**config.mk**
```make
export PLATFORM = sky130hd
export DESIGN_NAME = rle_sysex_7bit_encoder_unit
export DESIGN_NICKNAME = d
export VERILOG_FILES = /design/src/rsx_pkg.sv /design/src/rsx_front.sv /design/src/rsx_queue.sv /design/src/rsx_back.sv /design/src/rle_sysex_7bit_encoder_unit.sv
export SDC_FILE = /design/constraint.sdc
export NUM_CORES = 1
export LEC_CHECK = 0
export BUFFER_PORTS_ARGS = -buffer_cell sky130_fd_sc_hd__buf_2
export CORE_ASPECT_RATIO = 0.75
export CORE_UTILIZATION = 50
export CTS_CLUSTER_SIZE = 12
export DETAILED_ROUTE_END_ITERATION = 12
export PLACE_DENSITY = 0.7
export SLEW_MARGIN = 0
export SYNTH_ARGS = -nofsm -noshare
export SYNTH_HDL_FRONTEND = slang
export SYNTH_SLANG_ARGS = --single-unit
export TNS_END_PERCENT = 100
```
**constraint.sdc**
```tcl
create_clock -name clk -period 17.56 [get_ports clk]
set_input_delay 3.512 -clock clk [delete_from_list [all_inputs] [get_ports clk]]
set_output_delay 3.512 -clock clk [all_outputs]
set_load 0.05 [all_outputs]
```
**src/rsx_pkg.sv**
```systemverilog
// ----------------------------------------------------------------------------
// rsx_pkg - shared types and constants of the RLE / sysex 7-bit encoder
// Holds the group geometry, the function codes and the job record that moves
// from the classifying front end to the output serializer.
// ----------------------------------------------------------------------------
package rsx_pkg;

  // Data bytes per 7-bit group; a group is one header plus this many bytes
  localparam int GROUP_SIZE      = 7;
  // Most results one item can cause: a full group plus a flushed pair
  localparam int RES_MAX         = 10;
  localparam int MAX_RUN_DEF     = 127;
  localparam int QUEUE_DEPTH_DEF = 2;
  localparam logic [15:0] CAP_RESET = 16'hFFFF;

  // Input function codes
  localparam logic FUNC_DATA   = 1'b0;
  localparam logic FUNC_FINISH = 1'b1;

  typedef logic [6:0] sbyte_t;

  // Results of one item, in output order
  typedef struct packed {
    sbyte_t [RES_MAX-1:0] lst;    // encoded bytes, first result in entry 0
    logic   [3:0]         cnt;    // number of results, 1 to RES_MAX
    logic                 vld;    // 0 for a length-only result
    logic   [15:0]        total;  // reported on the last result
    logic                 ovf;    // sticky error after this item
  } rsx_job_t;

endpackage

```
**src/rsx_front.sv**
```systemverilog
// ----------------------------------------------------------------------------
// rsx_front - run tracking, group packing and capacity check
// Takes one item per cycle, closes runs, drops bytes beyond capacity, and
// builds the complete result list of the item as one job for the queue.
// ----------------------------------------------------------------------------
module rsx_front import rsx_pkg::*; #(
  parameter int MAX_RUN = MAX_RUN_DEF
) (
  input  logic         clk,
  input  logic         rst_n,
  input  logic         cfg_wr_en,
  input  logic [15:0]  cfg_wr_data,
  input  logic         in_fire,
  input  logic         in_func,
  input  logic [7:0]   in_byte,
  output logic         push,
  output rsx_job_t     job
);

  localparam logic [6:0] MAX_RUN_W = 7'(MAX_RUN);
  localparam logic [2:0] LAST_SLOT = 3'(GROUP_SIZE - 1);

  logic [15:0]              cap_r;
  sbyte_t [GROUP_SIZE-1:0]  bytes_r, bytes_nxt;
  logic [6:0]               hdr_r, hdr_nxt;
  logic [2:0]               fill_r, fill_nxt;
  logic [15:0]              wc_r, wc_nxt;
  logic                     err_r, err_nxt;
  logic [7:0]               run_val_r, run_val_nxt;
  logic [6:0]               run_cnt_r, run_cnt_nxt;
  logic                     await_r, await_nxt;

  logic                     fin;
  logic [6:0]               cnt_inc;
  logic [6:0]               cls_cnt;
  logic [1:0]               n_put;
  logic [1:0][7:0]          pb;
  logic [15:0]              nb;
  logic [1:0]               room;
  logic                     a_done;
  logic [6:0]               a_hdr;
  sbyte_t [GROUP_SIZE-1:0]  a_bytes;
  logic                     part;
  logic [3:0]               res_cnt;

  assign fin     = (in_func == FUNC_FINISH);
  assign cnt_inc = run_cnt_r + 7'd1;
  assign nb      = wc_r + 16'(fill_r);
  // Both bytes of a pair are checked against capacity at once; when the
  // first byte closes a group, the header moves the second one up by one
  assign room[0] = (17'(nb) + 17'd1) < 17'(cap_r);
  assign room[1] = (17'(nb) + ((fill_r == LAST_SLOT) ? 17'd3 : 17'd2)) < 17'(cap_r);

  // Run tracking: decide which run closes and the next run state
  always_comb begin
    run_val_nxt = run_val_r;
    run_cnt_nxt = run_cnt_r;
    await_nxt   = await_r;
    cls_cnt     = '0;
    if (fin) begin
      cls_cnt = run_cnt_r;
    end else if (await_r) begin
      run_val_nxt = in_byte;
      run_cnt_nxt = 7'd1;
      await_nxt   = 1'b0;
    end else if (in_byte == run_val_r) begin
      run_cnt_nxt = cnt_inc;
      if (cnt_inc >= MAX_RUN_W) begin
        cls_cnt     = cnt_inc;
        run_cnt_nxt = '0;
      end
    end else begin
      cls_cnt     = run_cnt_r;
      run_val_nxt = in_byte;
      run_cnt_nxt = 7'd1;
    end
  end

  // Encode the closed run as zero, one or two bytes
  always_comb begin
    n_put = 2'd0;
    pb[0] = run_val_r;
    pb[1] = run_val_r;
    if (cls_cnt == '0) begin
      n_put = 2'd0;
    end else if (cls_cnt == 7'd1 && !run_val_r[7]) begin
      n_put = 2'd1;
    end else begin
      n_put = 2'd2;
      pb[0] = {1'b1, cls_cnt};
    end
  end

  // Pack the bytes into the group, snapshot a group that fills up
  always_comb begin
    hdr_nxt   = hdr_r;
    bytes_nxt = bytes_r;
    fill_nxt  = fill_r;
    wc_nxt    = wc_r;
    err_nxt   = err_r;
    a_done    = 1'b0;
    a_hdr     = hdr_r;
    a_bytes   = bytes_r;
    for (int k = 0; k < 2; k++) begin
      if (2'(k) < n_put) begin
        if (room[k]) begin
          if (fill_nxt == '0) begin
            hdr_nxt = '0;
          end
          hdr_nxt[LAST_SLOT - fill_nxt] = pb[k][7];
          bytes_nxt[fill_nxt] = pb[k][6:0];
          if (fill_nxt == LAST_SLOT) begin
            a_done   = 1'b1;
            a_hdr    = hdr_nxt;
            a_bytes  = bytes_nxt;
            fill_nxt = '0;
            wc_nxt   = wc_nxt + 16'(GROUP_SIZE + 1);
          end else begin
            fill_nxt = fill_nxt + 3'd1;
          end
        end else begin
          err_nxt = 1'b1;
        end
      end
    end
  end

  // Build the result list of the item
  always_comb begin
    job     = '0;
    part    = fin && (fill_nxt != '0);
    res_cnt = (a_done ? 4'd8 : 4'd0) + (part ? 4'(fill_nxt) + 4'd1 : 4'd0);
    if (a_done) begin
      job.lst[0] = a_hdr;
      for (int i = 0; i < GROUP_SIZE; i++) begin
        job.lst[i+1] = a_bytes[i];
      end
      // a group that fills leaves at most one byte in the next one
      job.lst[GROUP_SIZE+1] = hdr_nxt;
      job.lst[GROUP_SIZE+2] = bytes_nxt[0];
    end else begin
      job.lst[0] = hdr_nxt;
      for (int i = 0; i < GROUP_SIZE; i++) begin
        job.lst[i+1] = bytes_nxt[i];
      end
    end
    job.cnt = res_cnt;
    job.vld = 1'b1;
    if (res_cnt == '0) begin
      job.cnt    = 4'd1;
      job.vld    = 1'b0;
      job.lst[0] = '0;
    end
    job.ovf = err_nxt;
    if (fin && !err_nxt) begin
      job.total = wc_nxt + ((fill_nxt != '0) ? 16'(fill_nxt) + 16'd1 : 16'd0);
    end
    push = in_fire && (a_done || fin);
  end

  always_ff @(posedge clk) begin
    if (!rst_n) begin
      cap_r <= CAP_RESET;
    end else if (cfg_wr_en) begin
      cap_r <= cfg_wr_data;
    end
  end

  always_ff @(posedge clk) begin
    if (!rst_n) begin
      hdr_r     <= '0;
      fill_r    <= '0;
      wc_r      <= '0;
      err_r     <= 1'b0;
      run_val_r <= '0;
      run_cnt_r <= '0;
      await_r   <= 1'b1;
    end else if (in_fire) begin
      if (fin) begin
        hdr_r     <= '0;
        fill_r    <= '0;
        wc_r      <= '0;
        err_r     <= 1'b0;
        run_val_r <= '0;
        run_cnt_r <= '0;
        await_r   <= 1'b1;
      end else begin
        hdr_r     <= hdr_nxt;
        fill_r    <= fill_nxt;
        wc_r      <= wc_nxt;
        err_r     <= err_nxt;
        run_val_r <= run_val_nxt;
        run_cnt_r <= run_cnt_nxt;
        await_r   <= await_nxt;
      end
    end
  end

  always_ff @(posedge clk) begin
    if (in_fire) begin
      bytes_r <= bytes_nxt;
    end
  end

endmodule

```
**src/rsx_queue.sv**
```systemverilog
// ----------------------------------------------------------------------------
// rsx_queue - short job queue between front end and serializer
// Register-based FIFO of result lists; the head entry is read in place.
// ----------------------------------------------------------------------------
module rsx_queue import rsx_pkg::*; #(
  parameter int DEPTH = QUEUE_DEPTH_DEF
) (
  input  logic      clk,
  input  logic      rst_n,
  input  logic      push,
  input  rsx_job_t  push_job,
  input  logic      pop,
  output rsx_job_t  head,
  output logic      empty,
  output logic      full
);

  localparam int PW = (DEPTH > 1) ? $clog2(DEPTH) : 1;
  localparam int CW = $clog2(DEPTH + 1);
  localparam logic [PW-1:0] PTR_LAST = PW'(DEPTH - 1);
  localparam logic [CW-1:0] CNT_FULL = CW'(DEPTH);

  rsx_job_t          slots_r [DEPTH];
  logic [PW-1:0]     wr_ptr_r, wr_ptr_nxt;
  logic [PW-1:0]     rd_ptr_r, rd_ptr_nxt;
  logic [CW-1:0]     count_r, count_nxt;
  logic              do_push, do_pop;

  assign empty   = (count_r == '0);
  assign full    = (count_r == CNT_FULL);
  assign do_push = push && !full;
  assign do_pop  = pop && !empty;
  assign head    = slots_r[rd_ptr_r];

  always_comb begin
    wr_ptr_nxt = wr_ptr_r;
    rd_ptr_nxt = rd_ptr_r;
    count_nxt  = count_r;
    if (do_push) begin
      wr_ptr_nxt = (wr_ptr_r == PTR_LAST) ? '0 : wr_ptr_r + PW'(1);
    end
    if (do_pop) begin
      rd_ptr_nxt = (rd_ptr_r == PTR_LAST) ? '0 : rd_ptr_r + PW'(1);
    end
    if (do_push && !do_pop) begin
      count_nxt = count_r + CW'(1);
    end else if (do_pop && !do_push) begin
      count_nxt = count_r - CW'(1);
    end
  end

  always_ff @(posedge clk) begin
    if (!rst_n) begin
      wr_ptr_r <= '0;
      rd_ptr_r <= '0;
      count_r  <= '0;
    end else begin
      wr_ptr_r <= wr_ptr_nxt;
      rd_ptr_r <= rd_ptr_nxt;
      count_r  <= count_nxt;
    end
  end

  always_ff @(posedge clk) begin
    if (do_push) begin
      slots_r[wr_ptr_r] <= push_job;
    end
  end

  a_count_bound: assert property (@(posedge clk) disable iff (!rst_n)
    count_r <= CNT_FULL)
    else $error("queue count beyond depth");

endmodule

```
**src/rsx_back.sv**
```systemverilog
// ----------------------------------------------------------------------------
// rsx_back - result serializer
// Walks the head job one result per ready cycle, releasing it after the last.
// ----------------------------------------------------------------------------
module rsx_back import rsx_pkg::*; (
  input  logic         clk,
  input  logic         rst_n,
  input  rsx_job_t     head,
  input  logic         empty,
  output logic         pop,
  input  logic         out_tready,
  output logic         out_tvalid,
  output logic [23:0]  out_tdata,
  output logic         out_tuser,
  output logic         out_tlast
);

  logic [3:0] idx_r, idx_nxt;
  logic       last;
  logic       fire;

  assign last       = (idx_r == head.cnt - 4'd1);
  assign out_tvalid = !empty;
  assign fire       = out_tvalid && out_tready;
  assign pop        = fire && last;
  assign out_tlast  = last;
  assign out_tuser  = head.vld;
  assign out_tdata  = {head.ovf, (last ? head.total : 16'd0), head.lst[idx_r]};

  always_comb begin
    idx_nxt = idx_r;
    if (fire) begin
      idx_nxt = last ? '0 : idx_r + 4'd1;
    end
  end

  always_ff @(posedge clk) begin
    if (!rst_n) begin
      idx_r <= '0;
    end else begin
      idx_r <= idx_nxt;
    end
  end

  a_idx_in_job: assert property (@(posedge clk) disable iff (!rst_n)
    !empty |-> (idx_r < head.cnt))
    else $error("result index past end of job");

endmodule

```
**src/rle_sysex_7bit_encoder_unit.sv**
```systemverilog
// ----------------------------------------------------------------------------
// rle_sysex_7bit_encoder_unit - run-length encoder with sysex 7-bit packing
// Front end classifies bytes into runs and groups, a job queue decouples it
// from the serializer that sends one result per cycle while out_tready is high.
//
//   channel   dir   handshake               payload
//   in_       in    in_tvalid/in_tready     tdata: data_byte; tuser: func
//   out_      out   out_tvalid/out_tready   tdata: out_byte, total_length,
//                                           overflow; tuser: out_valid;
//                                           tlast: out_last
//   cfg_      in    cfg_wr_en               cfg_wr_data: capacity_bytes
//
// The front end takes one item per cycle while the job queue has room; each
// item is fully classified in its accept cycle.
// The serializer sends one result per cycle while out_tready is high: a data
// item that fills a group yields 8 results, a finish up to 10, other data items none.
// Sustained rate is set by the serializer's single output port.
// Reset is synchronous; capacity resets to 65535, no clearing pass is needed.
// out_tready low stalls only the serializer until the queue fills.
// ----------------------------------------------------------------------------
module rle_sysex_7bit_encoder_unit import rsx_pkg::*; #(
  parameter int MAX_RUN     = MAX_RUN_DEF,
  parameter int QUEUE_DEPTH = QUEUE_DEPTH_DEF
) (
  input  logic         clk,
  input  logic         rst_n,
  input  logic         cfg_wr_en,
  input  logic [15:0]  cfg_wr_data,
  input  logic         in_tvalid,
  output logic         in_tready,
  input  logic [7:0]   in_tdata,   // [7:0] data_byte
  input  logic         in_tuser,   // [0] func
  output logic         out_tvalid,
  input  logic         out_tready,
  output logic [23:0]  out_tdata,  // [6:0] out_byte, [22:7] total_length, [23] overflow
  output logic         out_tuser,  // [0] out_valid
  output logic         out_tlast
);

  rsx_job_t  push_job;
  rsx_job_t  head;
  logic      push;
  logic      pop;
  logic      q_empty;
  logic      q_full;
  logic      in_fire;

  assign in_tready = !q_full;
  assign in_fire   = in_tvalid && in_tready;

  rsx_front #(
    .MAX_RUN (MAX_RUN)
  ) u_front (
    .clk         (clk),
    .rst_n       (rst_n),
    .cfg_wr_en   (cfg_wr_en),
    .cfg_wr_data (cfg_wr_data),
    .in_fire     (in_fire),
    .in_func     (in_tuser),
    .in_byte     (in_tdata),
    .push        (push),
    .job         (push_job)
  );

  rsx_queue #(
    .DEPTH (QUEUE_DEPTH)
  ) u_queue (
    .clk      (clk),
    .rst_n    (rst_n),
    .push     (push),
    .push_job (push_job),
    .pop      (pop),
    .head     (head),
    .empty    (q_empty),
    .full     (q_full)
  );

  rsx_back u_back (
    .clk        (clk),
    .rst_n      (rst_n),
    .head       (head),
    .empty      (q_empty),
    .pop        (pop),
    .out_tready (out_tready),
    .out_tvalid (out_tvalid),
    .out_tdata  (out_tdata),
    .out_tuser  (out_tuser),
    .out_tlast  (out_tlast)
  );

  a_len_only_single: assert property (@(posedge clk) disable iff (!rst_n)
    (out_tvalid && !out_tuser) |-> out_tlast)
    else $error("length-only result not last");

  a_len_only_zero: assert property (@(posedge clk) disable iff (!rst_n)
    (out_tvalid && !out_tuser) |-> (out_tdata[6:0] == 7'd0))
    else $error("length-only result carries a byte");

  a_total_on_last: assert property (@(posedge clk) disable iff (!rst_n)
    (out_tvalid && !out_tlast) |-> (out_tdata[22:7] == 16'd0))
    else $error("total length on a result that is not last");

endmodule
```
After elaboration in Yosys (flattened, before gate mapping)
Memories as Yosys holds them, arrays and structs flattened. A register that Yosys moved wholly into a read port is not among the register bits.
Index checks and enable logic that the tools add are counted.

word-level totals
  memories = 1
  flip-flop bits (word level) = 116
  word-level logic and storage cells = 191
  bits in writable memories = 184

memory list
  name             words  width  rd ports  clocked after Yosys merged registers in  write ports  RTL line         source
  u_queue.slots_r  2      92     1         1                                        1            rsx_queue.sv:23  rsx_job_t slots_r [DEPTH];

cells by class
  $lt $le $gt $ge = 14
  reductions and logical operators = 30
  add/subtract/negate cells = 20
  multiplexer cells = 100
  equality and inequality tests = 7

operators by type and width
  cell                   count
  $mux 49                10
  $mux 7                 28
  $mux 16                10
  $bwmux 49              2
  $mux 56                1
  $demux 7 s3            2
  $mux 8                 5
  $lt 17x16->1           2
  $add 16x4->16 const B  2
  $bmux 7 s4             1
  $mux 1                 21
  $mux 3                 7
  $add 16x1->17 const B  1
  $add 16x17->17         1
  $add 16x16->16         1
  $add 16x3->16          1
  $lt 3x4->1 const B     4
  $logic_and 1x1->1      15
  $bwmux 7               2
  $mux 14                1
  $ge 3x1->1 const B     4
  $mux 12                1
  $mux 4                 3
  $add 3x1->4 const B    2
  other kinds (29)       44

Longest topological paths before layout
  depth after elaboration = 24
  mapped depth = 30

Hierarchy
Synthesis repeated with hierarchy kept, for this count alone.

second synthesis, totals
  cells, all modules = 1666
  area, all modules = 17326.6 µm²

by module, submodules not included
  module                       times used  cells each  area each (µm²)
  rsx_front                    1           1232        9384.0
  rsx_queue                    1           311         6897.9
  rsx_back                     1           121         1034.7
  rle_sysex_7bit_encoder_unit  1           2           10.0

Worst setup path after synthesis
Ideal clock, no wire load.

  path kind = input port to flip-flop
  start = input in_tdata[1]
  end = memory u_queue.slots_r[0][0] (netlist name) (enable)
  stages = 10
  path slack = 7.461 ns
  arrival = 9.554 ns
  setup time = 0.545 ns
  buffers on the path = 1
  cell sequence = xnor2_1 > nand4_4 > o31a_1 > o32a_1 > nor3_2 > buf_2 > o21ai_1 > nand2_1 > o21ai_0 > nor2_1

on the way
  cells in the longest elaborated chain, start to end = 19

ends and longest elaborated chain
  item                            RTL line                           source
  from (decl)                     rle_sysex_7bit_encoder_unit.sv:31  input logic [7:0] in_tdata,
  $eq 8x8->1 *                    rsx_front.sv:66                    end else if (in_byte == run_val_r) begin
  $mux 7 *                        rsx_front.sv:66
  $mux 7 *                        rsx_front.sv:62                    end else if (await_r) begin
  $mux 7 *                        rsx_front.sv:60                    if (fin) begin
  $eq 7x1->1                      rsx_front.sv:86                    end else if (cls_cnt == 7'd1 && !run_val_r[7]) begin
  $logic_and 1x1->1               rsx_front.sv:86
  $mux 2                          rsx_front.sv:86
  $mux 2 *                        rsx_front.sv:84                    if (cls_cnt == '0) begin
  [... 3 more ...]                --
  $mux 1                          rsx_front.sv:112                   if (fill_nxt == LAST_SLOT) begin
  $mux 1                          rsx_front.sv:106                   if (room[k]) begin
  $mux 1 *                        rsx_front.sv:105                   if (2'(k) < n_put) begin
  $logic_or 1x1->1 *              rsx_front.sv:158                   push = in_fire && (a_done || fin);
  $logic_and 1x1->1 *             rsx_front.sv:158
  $logic_and 1x1->1 *             rsx_queue.sv:31                    assign do_push = push && !full;
  $mux 1 *                        rsx_queue.sv:65                    if (do_push) begin
  $mux 1 (not written as such) *  rsx_queue.sv:66                    slots_r[wr_ptr_r] <= push_job;
  to (decl)                       rsx_queue.sv:23

Mark *: on every way between the ends. The rest lies on a longest branch, timed or not.

==> impl_results.md <==
* Status: finished clean
* Primary FF master, synth: edfxtp_1
* Tmin final at roughly 8.4 ns
* Via/cell ratio at about 6.2
* Drt first pass iters at 5
* Worst Slack Setup Final at 9.129 ns
* Final HPWL DP at 32.11 mm
* Post-synthesis cell count at around 1600
* Rows at 58
* Slew HR at a little over a quarter
* Setup TNS at 0 ns
* Setup WS pre-CTS at 8.624 ns
* Cell area after layout at 18730 um2
* CTS tree: built
* EDFF count, synth at between 200 and 250
* Yosys reg bits at ~300
* Setup violators final at 0
* Root buf cell: clkbuf_16
* Hold_buf cts at 0
* Number of global-route vias before repair at around 12000
* Yosys cell types at roughly 100
* Clk pin slew, worst setup/hold paths at 0.06 ns
* Hold Vio Cnt, Final at 0
* Crit path DAT at a little under 9 ns
* Initial antenna violation count at 1
* Residual DRC count at 0
* Post-DRT Antenna Nets at 0
* Total global routing overflow at 0
* Avg Inst Size Synth at about 11 um2
* Avg WL per Cell at between 20 and 25 um
* Mapped Nets at 1691
* Drt total wl at 46.15 mm
* Worst Path Required at 17.88 ns
* Global-route usage over all layers at about a quarter
* First-pass GRT wire length at roughly 71 mm
* Max-Cap Viols at 0
* Vias post-DR at 12930
* Seq/Total Area, Yosys at 48.33%
* GRT Max-Usage Layer: met1
* Area delta synth->final at 9.110%
* DP Area at approximately 18000 um2
* Iteration-0 DRC Markers at ~1600
* Number of H-tree levels at 1
* Final Max Tran Viols at 0
* Sink Count at between 200 and 300
* Nets at roughly 1700
* Final Cycle Share at between 40% and 50%
* Share of cells above drive strength 1 at 14.64%
* GPL Wtd Cong at roughly 0.90
* Clk_skew at 0.03029 ns
* Worst Tran Pin Value at ~1.1 ns
* Critical path fanouts, max at 19
* Clock Tree Buf Depth at 3
* RSZ-0062 raised after global routing: no
* Chip Width at about 220 um
* Power, Total at about 1.6 mW
* Crit path launch type: input pin
* Initial Utilization at between 50% and 60%
* Post-CTS Resized at 0
* Peak supply drop at between 0.07 and 0.08 mV
* Number of I/O port buffers at 57
* # IOs at 58
* Filler cell count at just under 3000
* P per Cell Area at between 80 and 90 nW/um2
* Total CTS buffers at 31
* Critical Path End Type: register
* Worst-skew pair later-pin latency at ~0.60 ns
* Ant diodes at 0
* Die area at between 30000 and 40000 um2
* Critical path type: in2reg
* Yosys warns at 0
* Core area at 33670 um2
* Largest net degree at the start of global routing at 83
* Fmax at 0.1186 GHz
* Met2 usage at a little over a third
* Met1 usage at between 40% and 50%
* Setup bufs post-CTS at 0
* Worst min-delay path category: reg2reg
* Synth async-reset ratio at 0%
* Synthesized area at 17170 um2
* Die H at 162.5 um
* Pleak at ~6.7 nW
* GR Util met3 at roughly 4.7%
==> through the flow <==
| step | util (%) | cells | hold slack, ns |
|---|---|---|---|
| 2_1_floorplan | - | 1611 | 0.4595 |
| 3_3_place_gp | 52.66 | 2031 | 0.4885 |
| 3_5_place_dp | 52.66 | 2031 | 0.5137 |
| 4_1_cts | 55.63 | 2089 | 0.5326 |
| 5_1_grt | 55.63 | 2089 | 0.5554 |
| 6_report | 55.63 | 2089 | 0.5304 |
==> layout make-up <==
type	instances	area [um2]	share of cell area (%)
inverter	49	183.9	0.9818
tap	450	563.0	3.006
multi-input combinational	1155	8232	43.94
timing repair buffer	79	450.4	2.404
sequential	298	8303	44.32
clock inverter	5	87.58	0.4675
clock buffer	53	913.4	4.876
==> path summary, 6_finish.rpt <==
check                                      start                     end  slack, ns  depth (start not counted)
worst max register to register   u_front.wc_r[3]  u_queue.slots_r[0][13]      10.23                         24
worst max-delay path                 in_tdata[2]  u_queue.slots_r[0][13]       9.13                         18
worst min-delay path            u_front.cap_r[2]        u_front.cap_r[2]       0.53                          2
worst min register to register  u_front.cap_r[2]        u_front.cap_r[2]       0.53                          2
==> cell families (layout without fill, tap and decap cells) <==
family / after synthesis / in the layout / share of synthesized area (%)
other: 1 / 1 / 0.02184
flip-flops: 298 / 298 / 48.33
adder cells (fa/ha/maj): 50 / 50 / 3.644
multiplexers: 129 / 129 / 10.36
AND/OR/NAND/NOR: 511 / 511 / 14.65
AO/OA/AOI/OAI: 389 / 389 / 15.10
XOR/XNOR: 75 / 75 / 4.023
buffers and inverters: 158 / 186 / 3.870
==> cell usage after synthesis, drive strengths merged (12+ instances only) <==
library cell / number / area, um2
nor2b: 31 / 193.9
nand2: 136 / 513.0
a22oi: 29 / 217.7
or3: 13 / 86.33
o211ai: 25 / 197.7
mux2: 40 / 450.4
xnor2: 43 / 410.4
o21a: 12 / 91.34
nor2: 155 / 581.8
nand4: 22 / 158.9
a21oi: 86 / 441.7
and2: 30 / 190.2
ha: 50 / 625.6
and3: 14 / 92.59
mux2i: 54 / 540.5
edfxtp: 233 / 6997
clkbuf: 76 / 285.3
xor2: 32 / 280.3
inv: 49 / 183.9
nor3: 28 / 161.4
a21boi: 15 / 116.4
nand3: 32 / 160.2
a21o: 13 / 97.59
o21ai: 120 / 604.3
dfxtp: 65 / 1301
mux4: 35 / 788.3
buf: 33 / 195.2
==> cells in the final DEF, fill, tap and decap left out, types with 13 or more instances in the layout <==
| cell type | netlist | routed |
|---|---|---|
| o211ai_1 | 23 | 23 |
| nand3_1 | 32 | 32 |
| buf_4 | 3 | 22 |
| nand4_1 | 20 | 20 |
| dfxtp_1 | 65 | 63 |
| mux4_2 | 35 | 35 |
| edfxtp_1 | 233 | 233 |
| nand2_1 | 135 | 135 |
| buf_2 | 12 | 57 |
| inv_1 | 48 | 48 |
| nor2_1 | 155 | 153 |
| and3_1 | 13 | 13 |
| ha_1 | 50 | 50 |
| a22oi_1 | 29 | 29 |
| o21ai_0 | 115 | 115 |
| nor3_1 | 25 | 23 |
| mux2_2 | 38 | 38 |
| clkbuf_1 | 76 | 17 |
| a21o_1 | 13 | 13 |
| mux2i_1 | 54 | 54 |
| xor2_1 | 32 | 32 |
| a21oi_1 | 83 | 83 |
| nor2b_1 | 31 | 31 |
| xnor2_1 | 40 | 40 |
| and2_1 | 29 | 29 |
| clkbuf_16 | 0 | 32 |
==> worst max-delay path, cell delays in order <==
cell and delay, ns:
buf_2 0.11, xnor2_1 0.24, nand4_4 0.19, o41ai_2 0.57
o32a_1 0.77, nor3_1 0.20, nor2_1 0.50, inv_1 0.16
ha_1 0.36, nand2_1 0.06, o32ai_1 0.50, and3_1 0.29
ha_1 0.20, o211ai_2 0.16, o41ai_1 0.16, or2_1 0.28
nand3_1 0.13, mux2_1 0.35
==> registers in the layout, summed over array words and instances, names as in the netlist, named ones only <==
signal,cells
u_front.err_r,1
u_queue.count_r,2
u_front.run_val_r,8
u_front.wc_r,13
u_queue.rd_ptr_r,1
u_queue.wr_ptr_r,1
u_front.bytes_r,49
u_front.hdr_r,7
u_front.run_cnt_r,7
u_front.fill_r,3
u_front.cap_r,16
u_back.idx_r,4
u_queue.slots_r,184
u_front.await_r,1
==> power by group <==
| part | internal (mW) | total [mW] | switching (mW) | leakage (nW) |
|---|---|---|---|---|
| Combinational | 0.0597 | 0.173 | 0.114 | 3.50 |
| Clock | 0.382 | 0.655 | 0.273 | 0.482 |
| Sequential | 0.800 | 0.820 | 0.0201 | 2.76 |
| Total | 1.24 | 1.65 | 0.407 | 6.75 |
==> metal layers <==
layer | share of wire (%) | up-vias
met1 | 49 | 6243
met2 | 39 | 635
met5 | 0 | -
met3 | 10 | 58
met4 | 1.4 | 0
li1 | - | 5998
Power figures use the tool's default switching activity.
